==> src/rtl/irpwd_pkg.sv <==
// Shared types and constants of the infrared pulse-width frame decoder.
package irpwd_pkg;

  // Command codes carried in the input tuser bit
  localparam logic CMD_CAPTURE = 1'b0;
  localparam logic CMD_READ    = 1'b1;

  // Bit position codes
  localparam logic [5:0] POS_IDLE    = 6'd0;
  localparam logic [5:0] POS_FIRST   = 6'd1;
  localparam logic [5:0] FRAME_BITS  = 6'd32;
  localparam logic [5:0] FRAME_DONE  = 6'd33;
  localparam logic [5:0] REPEAT_MARK = 6'd40;

  // Register indexes on the configuration port
  typedef enum logic [2:0] {
    REG_START_WIDTH        = 3'd0,
    REG_REPEAT_START_WIDTH = 3'd1,
    REG_REPEAT_END_WIDTH   = 3'd2,
    REG_ONE_WIDTH          = 3'd3,
    REG_ZERO_WIDTH         = 3'd4,
    REG_TOLERANCE          = 3'd5,
    REG_CHECK_MASK         = 3'd6,
    REG_REPORT_REPEAT      = 3'd7
  } reg_idx_t;

  // Register reset values
  localparam logic [15:0] RST_START_WIDTH        = 16'd4500;
  localparam logic [15:0] RST_REPEAT_START_WIDTH = 16'd2250;
  localparam logic [15:0] RST_REPEAT_END_WIDTH   = 16'd0;
  localparam logic [15:0] RST_ONE_WIDTH          = 16'd1690;
  localparam logic [15:0] RST_ZERO_WIDTH         = 16'd560;
  localparam logic [15:0] RST_TOLERANCE          = 16'd200;
  localparam logic [1:0]  RST_CHECK_MASK         = 2'd3;
  localparam logic        RST_REPORT_REPEAT      = 1'b1;

  typedef struct packed {
    logic [15:0] start_width;
    logic [15:0] repeat_start_width;
    logic [15:0] repeat_end_width;
    logic [15:0] one_width;
    logic [15:0] zero_width;
    logic [15:0] tolerance;
    logic [1:0]  check_mask;
    logic        report_repeat;
  } cfg_t;

  typedef struct packed {
    logic        frame_valid;
    logic [31:0] frame_word;
  } res_t;

endpackage

==> src/rtl/irpwd_window.sv <==
// Tolerance window compare of one measured width against one nominal width.
module irpwd_window (
  input  logic [15:0] width,
  input  logic [15:0] nominal,
  input  logic [15:0] tolerance,
  output logic        hit
);
  logic [15:0] lo;
  logic [16:0] hi;

  // Clamp the lower bound at zero, keep the carry on the upper bound
  assign lo  = (nominal > tolerance) ? (nominal - tolerance) : 16'd0;
  assign hi  = {1'b0, nominal} + {1'b0, tolerance};
  assign hit = (width >= lo) && ({1'b0, width} <= hi);
endmodule

==> src/rtl/irpwd_core.sv <==
// Frame state of the decoder: edge phase, bit collection, frame word and ready flag.
module irpwd_core (
  input  logic           clk,
  input  logic           rst_n,
  input  logic           fire,
  input  logic           cmd,
  input  logic [15:0]    capture,
  input  irpwd_pkg::cfg_t cfg,
  output irpwd_pkg::res_t res
);
  import irpwd_pkg::*;

  logic        phase_r, phase_nxt;
  logic [5:0]  pos_r, pos_nxt;
  logic [31:0] word_r, word_nxt;
  logic        ready_r, ready_nxt;

  logic        hit_start, hit_rstart, hit_rend, hit_one, hit_zero;
  logic        collecting;
  logic [5:0]  bit_off;
  logic [31:0] word_set;
  logic        bad_addr, bad_cmd;

  irpwd_window u_win_start (
    .width(capture), .nominal(cfg.start_width), .tolerance(cfg.tolerance), .hit(hit_start)
  );
  irpwd_window u_win_rstart (
    .width(capture), .nominal(cfg.repeat_start_width), .tolerance(cfg.tolerance),
    .hit(hit_rstart)
  );
  irpwd_window u_win_rend (
    .width(capture), .nominal(cfg.repeat_end_width), .tolerance(cfg.tolerance),
    .hit(hit_rend)
  );
  irpwd_window u_win_one (
    .width(capture), .nominal(cfg.one_width), .tolerance(cfg.tolerance), .hit(hit_one)
  );
  irpwd_window u_win_zero (
    .width(capture), .nominal(cfg.zero_width), .tolerance(cfg.tolerance), .hit(hit_zero)
  );

  assign collecting = (pos_r >= POS_FIRST) && (pos_r <= FRAME_BITS);
  // MSB-first: position 1 lands in bit 31, position 32 in bit 0
  assign bit_off    = FRAME_BITS - pos_r;
  assign word_set   = word_r | (hit_one ? (32'h1 << bit_off[4:0]) : 32'h0);
  assign bad_addr   = cfg.check_mask[0] && (word_set[31:24] != ~word_set[23:16]);
  assign bad_cmd    = cfg.check_mask[1] && (word_set[15:8] != ~word_set[7:0]);

  always_comb begin
    phase_nxt = phase_r;
    pos_nxt   = pos_r;
    word_nxt  = word_r;
    ready_nxt = ready_r;
    res       = '0;
    if (fire) begin
      if (cmd == CMD_READ) begin
        if (ready_r) begin
          ready_nxt       = 1'b0;
          res.frame_valid = 1'b1;
          res.frame_word  = word_r;
        end
      end else if (phase_r) begin
        phase_nxt = 1'b0;
      end else begin
        phase_nxt = 1'b1;
        if (hit_start) begin
          pos_nxt  = POS_FIRST;
          word_nxt = '0;
        end else if (hit_rstart) begin
          pos_nxt = REPEAT_MARK;
        end else if (collecting) begin
          if (hit_one || hit_zero) begin
            word_nxt = word_set;
            pos_nxt  = pos_r + 6'd1;
            if ((pos_nxt == FRAME_DONE) && !bad_addr && !bad_cmd) begin
              ready_nxt = 1'b1;
            end
          end else begin
            pos_nxt = POS_IDLE;   // abort, keep the bits collected so far
          end
        end else if ((pos_r == REPEAT_MARK) && hit_rend && cfg.report_repeat) begin
          ready_nxt = 1'b1;
        end
      end
    end
  end

  always_ff @(posedge clk) begin
    if (!rst_n) begin
      phase_r <= 1'b1;
      pos_r   <= POS_IDLE;
      word_r  <= '0;
      ready_r <= 1'b0;
    end else begin
      phase_r <= phase_nxt;
      pos_r   <= pos_nxt;
      word_r  <= word_nxt;
      ready_r <= ready_nxt;
    end
  end
endmodule

==> src/rtl/ir_pulse_width_frame_decoder.sv <==
// Top level of the infrared pulse-width frame decoder: ports, registers, pipeline.
//
//   channel  | direction | transaction contents
//   ---------+-----------+-----------------------------------------------------
//   in_      | sink      | tuser = command, tdata = capture_value
//   out_     | source    | tuser = frame_valid, tdata = frame_word
//   cfg_     | APB slave | eight registers at byte addresses 0x00..0x1C
//
// Every transaction passes through the input register and then the result
// register; a new one is taken every cycle while the result side keeps up.
// The frame state update (window compares, bit insert, inverse checks) sits
// between these two registers and sets that rate.
// Reset is synchronous: both stages empty, frame state cleared, registers at defaults.
// A stall on out_tready holds the result; the input register still fills once,
// then in_tready drops until the result moves on.
module ir_pulse_width_frame_decoder (
  input  logic        clk,
  input  logic        rst_n,
  // input stream
  input  logic        in_tvalid,
  output logic        in_tready,
  input  logic [15:0] in_tdata,    // [15:0] capture_value
  input  logic        in_tuser,    // [0] command
  // result stream
  output logic        out_tvalid,
  input  logic        out_tready,
  output logic [31:0] out_tdata,   // [31:0] frame_word
  output logic        out_tuser,   // [0] frame_valid
  // configuration
  input  logic        cfg_psel,
  input  logic        cfg_penable,
  input  logic        cfg_pwrite,
  input  logic [4:0]  cfg_paddr,
  input  logic [31:0] cfg_pwdata,
  output logic [31:0] cfg_prdata,
  output logic        cfg_pready
);
  import irpwd_pkg::*;

  // input register
  logic        in_valid_r, in_valid_nxt;
  logic        in_cmd_r;
  logic [15:0] in_cap_r;
  // result register
  logic        out_valid_r, out_valid_nxt;
  res_t        out_res_r;
  res_t        core_res;
  // configuration
  cfg_t        cfg_r, cfg_nxt;
  reg_idx_t    cfg_idx;
  logic        cfg_wr;

  logic        out_can;
  logic        fire;
  logic        in_accept;

  // Advance when the result register is empty or being drained this cycle
  assign out_can   = !out_valid_r || out_tready;
  assign fire      = in_valid_r && out_can;
  assign in_tready = !in_valid_r || out_can;
  assign in_accept = in_tvalid && in_tready;

  assign in_valid_nxt  = in_accept ? 1'b1 : (fire ? 1'b0 : in_valid_r);
  assign out_valid_nxt = fire ? 1'b1 : (out_tready ? 1'b0 : out_valid_r);

  always_ff @(posedge clk) begin
    if (!rst_n) begin
      in_valid_r  <= 1'b0;
      out_valid_r <= 1'b0;
    end else begin
      in_valid_r  <= in_valid_nxt;
      out_valid_r <= out_valid_nxt;
    end
  end

  // payload registers: load input on accept, result on fire
  always_ff @(posedge clk) begin
    if (in_accept) begin
      in_cmd_r <= in_tuser;
      in_cap_r <= in_tdata;
    end
    if (fire) begin
      out_res_r <= core_res;
    end
  end

  irpwd_core u_core (
    .clk    (clk),
    .rst_n  (rst_n),
    .fire   (fire),
    .cmd    (in_cmd_r),
    .capture(in_cap_r),
    .cfg    (cfg_r),
    .res    (core_res)
  );

  assign out_tvalid = out_valid_r;
  assign out_tuser  = out_res_r.frame_valid;
  assign out_tdata  = out_res_r.frame_word;

  // Configuration registers, written on the access phase of an APB write
  assign cfg_pready = 1'b1;
  assign cfg_idx    = reg_idx_t'(cfg_paddr[4:2]);
  assign cfg_wr     = cfg_psel && cfg_penable && cfg_pwrite && cfg_pready;

  always_comb begin
    cfg_nxt = cfg_r;
    if (cfg_wr) begin
      unique case (cfg_idx)
        REG_START_WIDTH:        cfg_nxt.start_width        = cfg_pwdata[15:0];
        REG_REPEAT_START_WIDTH: cfg_nxt.repeat_start_width = cfg_pwdata[15:0];
        REG_REPEAT_END_WIDTH:   cfg_nxt.repeat_end_width   = cfg_pwdata[15:0];
        REG_ONE_WIDTH:          cfg_nxt.one_width          = cfg_pwdata[15:0];
        REG_ZERO_WIDTH:         cfg_nxt.zero_width         = cfg_pwdata[15:0];
        REG_TOLERANCE:          cfg_nxt.tolerance          = cfg_pwdata[15:0];
        REG_CHECK_MASK:         cfg_nxt.check_mask         = cfg_pwdata[1:0];
        REG_REPORT_REPEAT:      cfg_nxt.report_repeat      = cfg_pwdata[0];
        default:                cfg_nxt                    = cfg_r;
      endcase
    end
  end

  always_comb begin
    unique case (cfg_idx)
      REG_START_WIDTH:        cfg_prdata = {16'd0, cfg_r.start_width};
      REG_REPEAT_START_WIDTH: cfg_prdata = {16'd0, cfg_r.repeat_start_width};
      REG_REPEAT_END_WIDTH:   cfg_prdata = {16'd0, cfg_r.repeat_end_width};
      REG_ONE_WIDTH:          cfg_prdata = {16'd0, cfg_r.one_width};
      REG_ZERO_WIDTH:         cfg_prdata = {16'd0, cfg_r.zero_width};
      REG_TOLERANCE:          cfg_prdata = {16'd0, cfg_r.tolerance};
      REG_CHECK_MASK:         cfg_prdata = {30'd0, cfg_r.check_mask};
      REG_REPORT_REPEAT:      cfg_prdata = {31'd0, cfg_r.report_repeat};
      default:                cfg_prdata = '0;
    endcase
  end

  always_ff @(posedge clk) begin
    if (!rst_n) begin
      cfg_r.start_width        <= RST_START_WIDTH;
      cfg_r.repeat_start_width <= RST_REPEAT_START_WIDTH;
      cfg_r.repeat_end_width   <= RST_REPEAT_END_WIDTH;
      cfg_r.one_width          <= RST_ONE_WIDTH;
      cfg_r.zero_width         <= RST_ZERO_WIDTH;
      cfg_r.tolerance          <= RST_TOLERANCE;
      cfg_r.check_mask         <= RST_CHECK_MASK;
      cfg_r.report_repeat      <= RST_REPORT_REPEAT;
    end else begin
      cfg_r <= cfg_nxt;
    end
  end
endmodule

==> config.mk <==
export PLATFORM = sky130hd
export DESIGN_NAME = ir_pulse_width_frame_decoder
export DESIGN_NICKNAME = d
export VERILOG_FILES = /design/src/rtl/irpwd_pkg.sv /design/src/rtl/irpwd_window.sv /design/src/rtl/irpwd_core.sv /design/src/rtl/ir_pulse_width_frame_decoder.sv
export SDC_FILE = /design/constraint.sdc
export NUM_CORES = 1
export LEC_CHECK = 0
export ABC_AREA = 1
export BUFFER_PORTS_ARGS = -buffer_cell sky130_fd_sc_hd__buf_2
export CORE_ASPECT_RATIO = 0.5
export CORE_UTILIZATION = 45
export CTS_CLUSTER_SIZE = 30
export DETAILED_ROUTE_END_ITERATION = 10
export PLACE_DENSITY_LB_ADDON = 0.12
export SYNTH_ARGS = -nofsm -noshare
export SYNTH_HDL_FRONTEND = slang
export SYNTH_SLANG_ARGS = --single-unit
==> constraint.sdc <==
create_clock -name clk -period 5.7 [get_ports clk]
set_input_delay 0.855 -clock clk [delete_from_list [all_inputs] [get_ports clk]]
set_output_delay 0.855 -clock clk [all_outputs]
set_load 0.01 [all_outputs]
After elaboration in Yosys (flattened, before gate mapping)
Cells that the tools add are included.
{"block": "op_classes", "reduce_logical": 43, "n_mux": 29, "addsub": 12, "bitwise": 5, "shift": 1, "order_cmp": 17, "n_eq_ne": 17}
{"cell": "$pmux 32 s8", "n": 1}
{"cell": "$mux 32", "n": 5}
{"cell": "$add 16x16->17", "n": 5}
{"cell": "$le 16x17->1", "n": 5}
{"cell": "$ge 16x16->1", "n": 5}
{"cell": "$gt 16x16->1", "n": 5}
{"cell": "$mux 16", "n": 5}
{"cell": "$sub 16x16->16", "n": 5}
{"cell": "$mux 33", "n": 1}
{"cell": "$or 32x32->32", "n": 1}
{"cell": "$shl 1x5->32 const A", "n": 1}
{"cell": "$mux 6", "n": 4}
{"cell": "$reduce_and 2->1", "n": 10}
{"cell": "$logic_and 1x1->1", "n": 16}
{"cell": "$ne 8x8->1", "n": 2}
{"cell": "$not 8->8", "n": 2}
{"cell": "$mux 1", "n": 13}
{"cell": "$eq 3x3->1 const B", "n": 4}
{"cell": "$eq 6x6->1 const B", "n": 2}
{"cell": "$reduce_bool 2->1", "n": 4}
{"cell": "$reduce_and 7->1", "n": 1}
{"cell": "$add 6x1->6 const B", "n": 1}
{"cell": "$eq 3x2->1 const B", "n": 2}
{"cell": "$ge 6x1->1 const B", "n": 1}
{"cell": "13 further kinds", "n": 23}
{"block": "word_totals", "input_bits": 61, "reg_bits": 191, "output_inout_bits": 68}

Depth between registers and ports, before layout
{"block": "depth", "depth_word": 19, "ltp_mapped": 40, "ltp_nobuf": 38}

Hierarchy
A second synthesis with hierarchy kept.
{"block": "unflattened", "hier_cells": 3378, "hier_area_um2": 22501.6}
{"mod": "ir_pulse_width_frame_decoder", "instances": 1, "area_each_um2": 6296.0, "cells_each": 744}
{"mod": "irpwd_core", "instances": 1, "area_each_um2": 2907.8, "cells_each": 506}
{"mod": "irpwd_window (u_core.u_win_rstart)", "instances": 1, "area_each_um2": 2743.9, "cells_each": 437}
{"mod": "irpwd_window (u_core.u_win_start)", "instances": 1, "area_each_um2": 2732.6, "cells_each": 443}
{"mod": "irpwd_window (u_core.u_win_one)", "instances": 1, "area_each_um2": 2655.0, "cells_each": 429}
{"mod": "irpwd_window (u_core.u_win_zero)", "instances": 1, "area_each_um2": 2628.8, "cells_each": 432}
{"mod": "irpwd_window (u_core.u_win_rend)", "instances": 1, "area_each_um2": 2537.4, "cells_each": 387}

Worst setup path before layout
No wires, ideal clock.
{"block": "synth_timing", "kind": "reg2reg", "from": "register, netlist name cfg_r[4]", "to": "register u_core.word_r[15]", "t_required_ps": 5587, "period_less_slack_ps": 4971, "arrival_ps": 4859, "path_stages_with_launch": 37, "setup_ps": 113, "setup_slack_ps": 729, "path_cell_list": "dfxtp_1 -> inv_1 -> fa_1 -> inv_1 -> o31ai_1 -> inv_1 -> nor2_1 -> o21ai_0 -> nand2_1 -> nand2_1 -> nand2_1 -> a21oi_1 -> inv_1 -> nand2_1 -> o2111ai_1 -> nand2_1 -> clkbuf_1 -> nor2_1 -> ha_1 -> inv_1 -> nand2_1 -> a21oi_1 -> o21ai_0 -> nand3_1 -> a21boi_0 -> o21a_1 -> o21ai_0 -> a21oi_1 -> o21ai_1 -> buf_2 -> nand3_1 -> nand2_1 -> nor2_4 -> buf_2 -> nand2_1 -> nand2_1 -> nor2_1"}
{"block": "synth_between", "elab_chain_cells": 10, "word_cells_on_any_way": 39, "classes_between": "8 x add/sub; 12 x order compare; 1 x eq/ne; 9 x mux; 1 x bitwise; 8 x reduce/logical"}
{"item": "$sub 16x16->16 or $gt 16x16->1 (tied branches)", "line": "irpwd_window.sv:12", "rtl": "assign lo = (nominal > tolerance) ? (nominal - tolerance) : 16'd0;"}
{"item": "$mux 16", "line": "irpwd_window.sv:12"}
{"item": "$ge 16x16->1", "line": "irpwd_window.sv:14", "rtl": "assign hit = (width >= lo) && ({1'b0, width} <= hi);"}
{"item": "$logic_and 1x1->1", "line": "irpwd_window.sv:14"}
{"item": "$mux 32", "line": "irpwd_core.sv:45", "rtl": "assign word_set = word_r | (hit_one ? (32'h1 << bit_off[4:0]) : 32'h0);"}
{"item": "$or 32x32->32", "line": "irpwd_core.sv:45"}
{"item": "$mux 32", "line": "irpwd_core.sv:72", "rtl": "if (hit_one || hit_zero) begin"}
{"item": "$mux 32", "line": "irpwd_core.sv:71", "rtl": "end else if (collecting) begin"}
{"item": "$mux 32", "line": "irpwd_core.sv:69", "rtl": "end else if (hit_rstart) begin"}
{"item": "$mux 32", "line": "irpwd_core.sv:66", "rtl": "if (hit_start) begin"}
{"item": "end signal, assigned", "line": "irpwd_core.sv:97", "rtl": "word_r <= word_nxt;"}
{"item": "end, declared", "line": "irpwd_core.sv:15", "rtl": "logic [31:0] word_r, word_nxt;"}
Several ways; a longest one is shown, not always the timed one. The select of a mux whose other input is x is not followed.
A chain may end at the register's enable or synchronous reset.

Worst setup path in the final report
{"block": "layout_timing", "from": "register, netlist name cfg_r[5]", "to": "register u_core.word_r[31]"}
{"block": "layout_between", "elab_chain_cells": 10, "word_cells_on_any_way": 39, "classes_between": "8 x add/sub; 12 x order compare; 1 x eq/ne; 9 x mux; 1 x bitwise; 8 x reduce/logical"}
{"item": "$sub 16x16->16 or $gt 16x16->1 (tied branches)", "line": "irpwd_window.sv:12"}
{"item": "$mux 16", "line": "irpwd_window.sv:12"}
{"item": "$ge 16x16->1", "line": "irpwd_window.sv:14"}
{"item": "$logic_and 1x1->1", "line": "irpwd_window.sv:14"}
{"item": "$mux 32", "line": "irpwd_core.sv:45"}
{"item": "$or 32x32->32", "line": "irpwd_core.sv:45"}
{"item": "$mux 32", "line": "irpwd_core.sv:72"}
{"item": "$mux 32", "line": "irpwd_core.sv:71"}
{"item": "$mux 32", "line": "irpwd_core.sv:69"}
{"item": "$mux 32", "line": "irpwd_core.sv:66"}
Several ways; a longest one is shown, not always the timed one. The select of a mux whose other input is x is not followed.

==> Implementation_results.wiki <==
{| class="wikitable"
! Metric !! Value
|-
| Instance area at placement || 0.02117 sq mm
|-
| Final-report max-slew violation count || 0
|-
| Number of buffers created by CTS || 17
|-
| Maximum operating frequency || 192.0 MHz
|-
| Leading cell types by count after synthesis || sky130_fd_sc_hd__nand2_1, sky130_fd_sc_hd__nor2_1, sky130_fd_sc_hd__ha_1
|-
| Initial Util || 0.4588
|-
| Clock root cell || sky130_fd_sc_hd__clkbuf_16
|-
| Reg clk slew, reported paths || ~0.07 ns
|-
| Min-delay worst type || register to register
|-
| 1st-pass router iterations || 5
|-
| Sequential-to-total area share from yosys stat || 0.2235
|-
| Clock tree from TritonCTS || yes
|-
| Routed len/inst || 19.64 microns
|-
| Slew at the pin closest to its max-slew limit || ~1.2 ns
|-
| Largest cells by area after synthesis || sky130_fd_sc_hd__ha_1, sky130_fd_sc_hd__dfxtp_1, sky130_fd_sc_hd__nand2_1
|-
| Switching share of power || 0.3230
|-
| Internal Dissipation || 2.399 mW
|-
| Startpoint of the worst-slack reg-to-reg timing path || cfg_r[5]$_SDFFE_PN0P_
|-
| Vias || 19452
|-
| Number of core rows || 53
|-
| Antenna-violating nets left || 0
|-
| CTS Buffer Depth || 2
|-
| Global-route wire length before repair || 104400 microns
|-
| Combinational share of power || 0.237
|-
| Via density || 5.521
|-
| NumNets Final || about 3300
|-
| Sum of negative setup slack || 0 ns
|-
| Post-detail-place hpwl || 53860 microns
|-
| Largest area contributor in the synthesized netlist || sky130_fd_sc_hd__ha_1
|-
| Crit-path max FO || 32
|-
| Max_cap viols || 0
|-
| Number of buffers added to fix hold violations after cts || 0
|-
| Vias in the first global route || 17622
|-
| Clk_skew || 0.01576 ns
|-
| Cell Pwr Density || ~160 mW/mm^2
|-
| Critical path launch point type || register
|-
| Outcome || complete, no violations
|-
| Power spent charging and discharging nets || 1.144 mW
|-
| Worst Setup EP || u_core.word_r[31]$_SDFFE_PN0P_
|-
| Delay of the slowest cell on the worst path || between 0.5 and 0.6 ns
|-
| Worst setup slack after layout || 0.4914 ns
|-
| Average footprint of a synthesized cell || 6.957 sq um
|-
| Post-layout instance area || 0.02188 sq mm
|-
| CTS Sinks || ~190
|-
| Overflow after GRT || 0
|-
| Total instance count after detailed placement || between 3000 and 4000
|-
| Critical path's most frequent cell || sky130_fd_sc_hd__nand2_1
|-
| Synth Cell Area || 0.01935 sq mm
|-
| Most common cell in the netlist || sky130_fd_sc_hd__nand2_1
|-
| Proportion of synthesized flip-flops having asynchronous set or reset || 0
|-
| Clock share of power || 0.346
|-
| Worst supply voltage drop on vdd || 0.0002260 V
|-
| Top-Level Pins || approximately 130
|-
| GRT Overall Usage || 0.3149
|-
| Number of antenna violations at the first check in global routing || 3
|-
| Area added between synthesis and finish || 13.07%
|-
| Area of the core region || 0.04218 sq mm
|-
| Reg2reg setup slack || 0.49 ns
|-
| Unrepaired setup endpoints after global routing || false
|-
| Setup violation total in the final timing report || 0
|-
| Total wire length after detailed routing || between 60000 and 70000 microns
|-
| Rel. slew slack || 0.2016
|-
| Critical Path Slowest Stage Cell || sky130_fd_sc_hd__a221oi_1
|-
| H-tree level count || 4
|-
| Die Span X || 295.2 microns
|-
| Period Utilization, post-route || 0.9138
|-
| Number of cells traversed by the worst register-to-register path || 30
|-
| Filler cells || between 4000 and 5000
|-
| Static power due to leakage || 10.59 nW
|-
| Number of cells in the finished layout apart from fillers || 3523
|-
| DIE HEIGHT || 148.6 microns
|-
| Number of enable flip-flop cells after synthesis || 50
|-
| Detailed router's first-iteration violation count || 1772
|-
| Hold Vio Cnt, Final || 0
|-
| Critical path launch point || cfg_r[5]$_SDFFE_PN0P_
|-
| Worst Path Required || 6.06 ns
|-
| CP Capture Type || register
|-
| Final standard cell utilization of the core || 0.5187
|-
| Arrival time reported for the critical path endpoint || roughly 5.6 ns
|-
| Worst slack after detailed placement || 0.3767 ns
|-
| Top-area cell type share of the netlist area || 0.2121
|-
| Hold slack final || roughly 0.47 ns
|-
| Post-synthesis sequential element count || 191
|-
| Yosys warning count || 0
|-
| Reg power frac || 0.417
|-
| DRC violations left || 0
|-
| Total Die Area || 0.04388 sq mm
|-
| Synthesized instance count || 2781
|-
| Number of unique standard cell types used by synthesis || 58
|-
| Port buffer count || 93
|-
| Dominant synthesized flop cell || sky130_fd_sc_hd__dfxtp_1
|-
| Number of stages on the worst hold path || 2
|-
| Setup Crit Path Kind || register to register
|-
| Power after layout || 3.544 mW
|-
| Maximum number of pins on one net before global-route repair || 77
|-
| Placer's final routability congestion estimate || 0.9643
|-
| Final worst path period need || 5.209 ns
|-
| Clock latency of the later-clocked register in the worst-skew pair || 0.47 ns
|-
| Endpoint of the worst-slack reg-to-reg timing path || u_core.word_r[31]$_SDFFE_PN0P_
|-
| Fraction of layout cells with a size suffix above 1 || 0.1154
|}
## cells in the final DEF, fill, tap and decap left out, types with 50 or more instances in the layout
cell and n:
sky130_fd_sc_hd__a21oi_1 274, sky130_fd_sc_hd__buf_2 92, sky130_fd_sc_hd__buf_4 133, sky130_fd_sc_hd__dfxtp_1 140, sky130_fd_sc_hd__edfxtp_1 50, sky130_fd_sc_hd__ha_1 325
sky130_fd_sc_hd__inv_1 254, sky130_fd_sc_hd__nand2_1 511, sky130_fd_sc_hd__nand3_1 147, sky130_fd_sc_hd__nor2_1 376, sky130_fd_sc_hd__o21ai_0 182, sky130_fd_sc_hd__xor2_1 72
## area by class of cell
type                    count  area, sq um  area share
multi-input cells        2215        13560      0.6196
flip-flops and latches    191         4325      0.1977
well taps                 577        721.9     0.03300
clock buffers              21        450.4     0.02059
repair buffers            235         1664     0.07607
diodes                      1        2.502   0.0001144
clock inverters            11        132.6    0.006062
inverters                 272         1025     0.04684
## worst min path at each step
stage                                      from                          end  slack [ns]
floorplan           u_core.ready_r$_SDFFE_PN0P_  u_core.ready_r$_SDFFE_PN0P_        0.44
global placement    u_core.ready_r$_SDFFE_PN0P_  u_core.ready_r$_SDFFE_PN0P_        0.45
detailed placement  u_core.ready_r$_SDFFE_PN0P_  u_core.ready_r$_SDFFE_PN0P_        0.45
CTS                 u_core.ready_r$_SDFFE_PN0P_  u_core.ready_r$_SDFFE_PN0P_        0.46
global route        u_core.ready_r$_SDFFE_PN0P_  u_core.ready_r$_SDFFE_PN0P_        0.49
finish              u_core.ready_r$_SDFFE_PN0P_  u_core.ready_r$_SDFFE_PN0P_        0.47
## metal layers
layer | global-route usage | vias to the layer above | share of wire
met5 | 0 | - | 0
met3 | 0.05454 | 106 | 0.070
met4 | 0.09404 | 0 | 0.028
met1 | 0.4468 | 9025 | 0.48
met2 | 0.4850 | 645 | 0.43
li1 | - | 9676 | -
## registers in the layout, indices dropped and copies added (netlist names)
name,count
out_tvalid,1
u_core.pos_r,6
in_cap_r,16
out_tuser,1
u_core.ready_r,1
u_core.word_r,32
out_tdata,32
u_core.phase_r,1
cfg_r,99
in_cmd_r,1
in_valid_r,1
## logic make-up after synthesis
family / synth area share
other: 0.0003881
buffers and inverters: 0.08290
flip-flops: 0.2235
AND/OR/NAND/NOR: 0.2549
adder cells (fa/ha/maj): 0.2225
XOR/XNOR: 0.03395
AO/OA/AOI/OAI: 0.1819
## power groups by stage
stage | clock (mW) | sequential (mW) | combinational, mW
after floorplan | 0 | 1.48 | 0.537
after global placement | 0 | 1.51 | 0.807
after detailed placement | 0 | 1.51 | 0.820
after CTS | 1.24 | 1.47 | 0.824
after global routing | 1.29 | 1.48 | 0.946
final | 1.23 | 1.48 | 0.840
## repair_timing
item,in CTS,in global routing
gates resized for setup,0,17
endpoints found under the setup margin,0,39
setup buffers,0,2
## critical path: cells and delay by family, from the launching register on
kind	cells	cell delay (ns)
AOI/OAI and AO/OA	10	1.92
and+or+nand+nor	12	1.15
buffers and inverters	5	0.76
adders and majority gates	2	0.74
DFF	1	0.38
xor gates and xnor gates	1	0.11
Note: power is estimated with default switching activity, not from simulation.
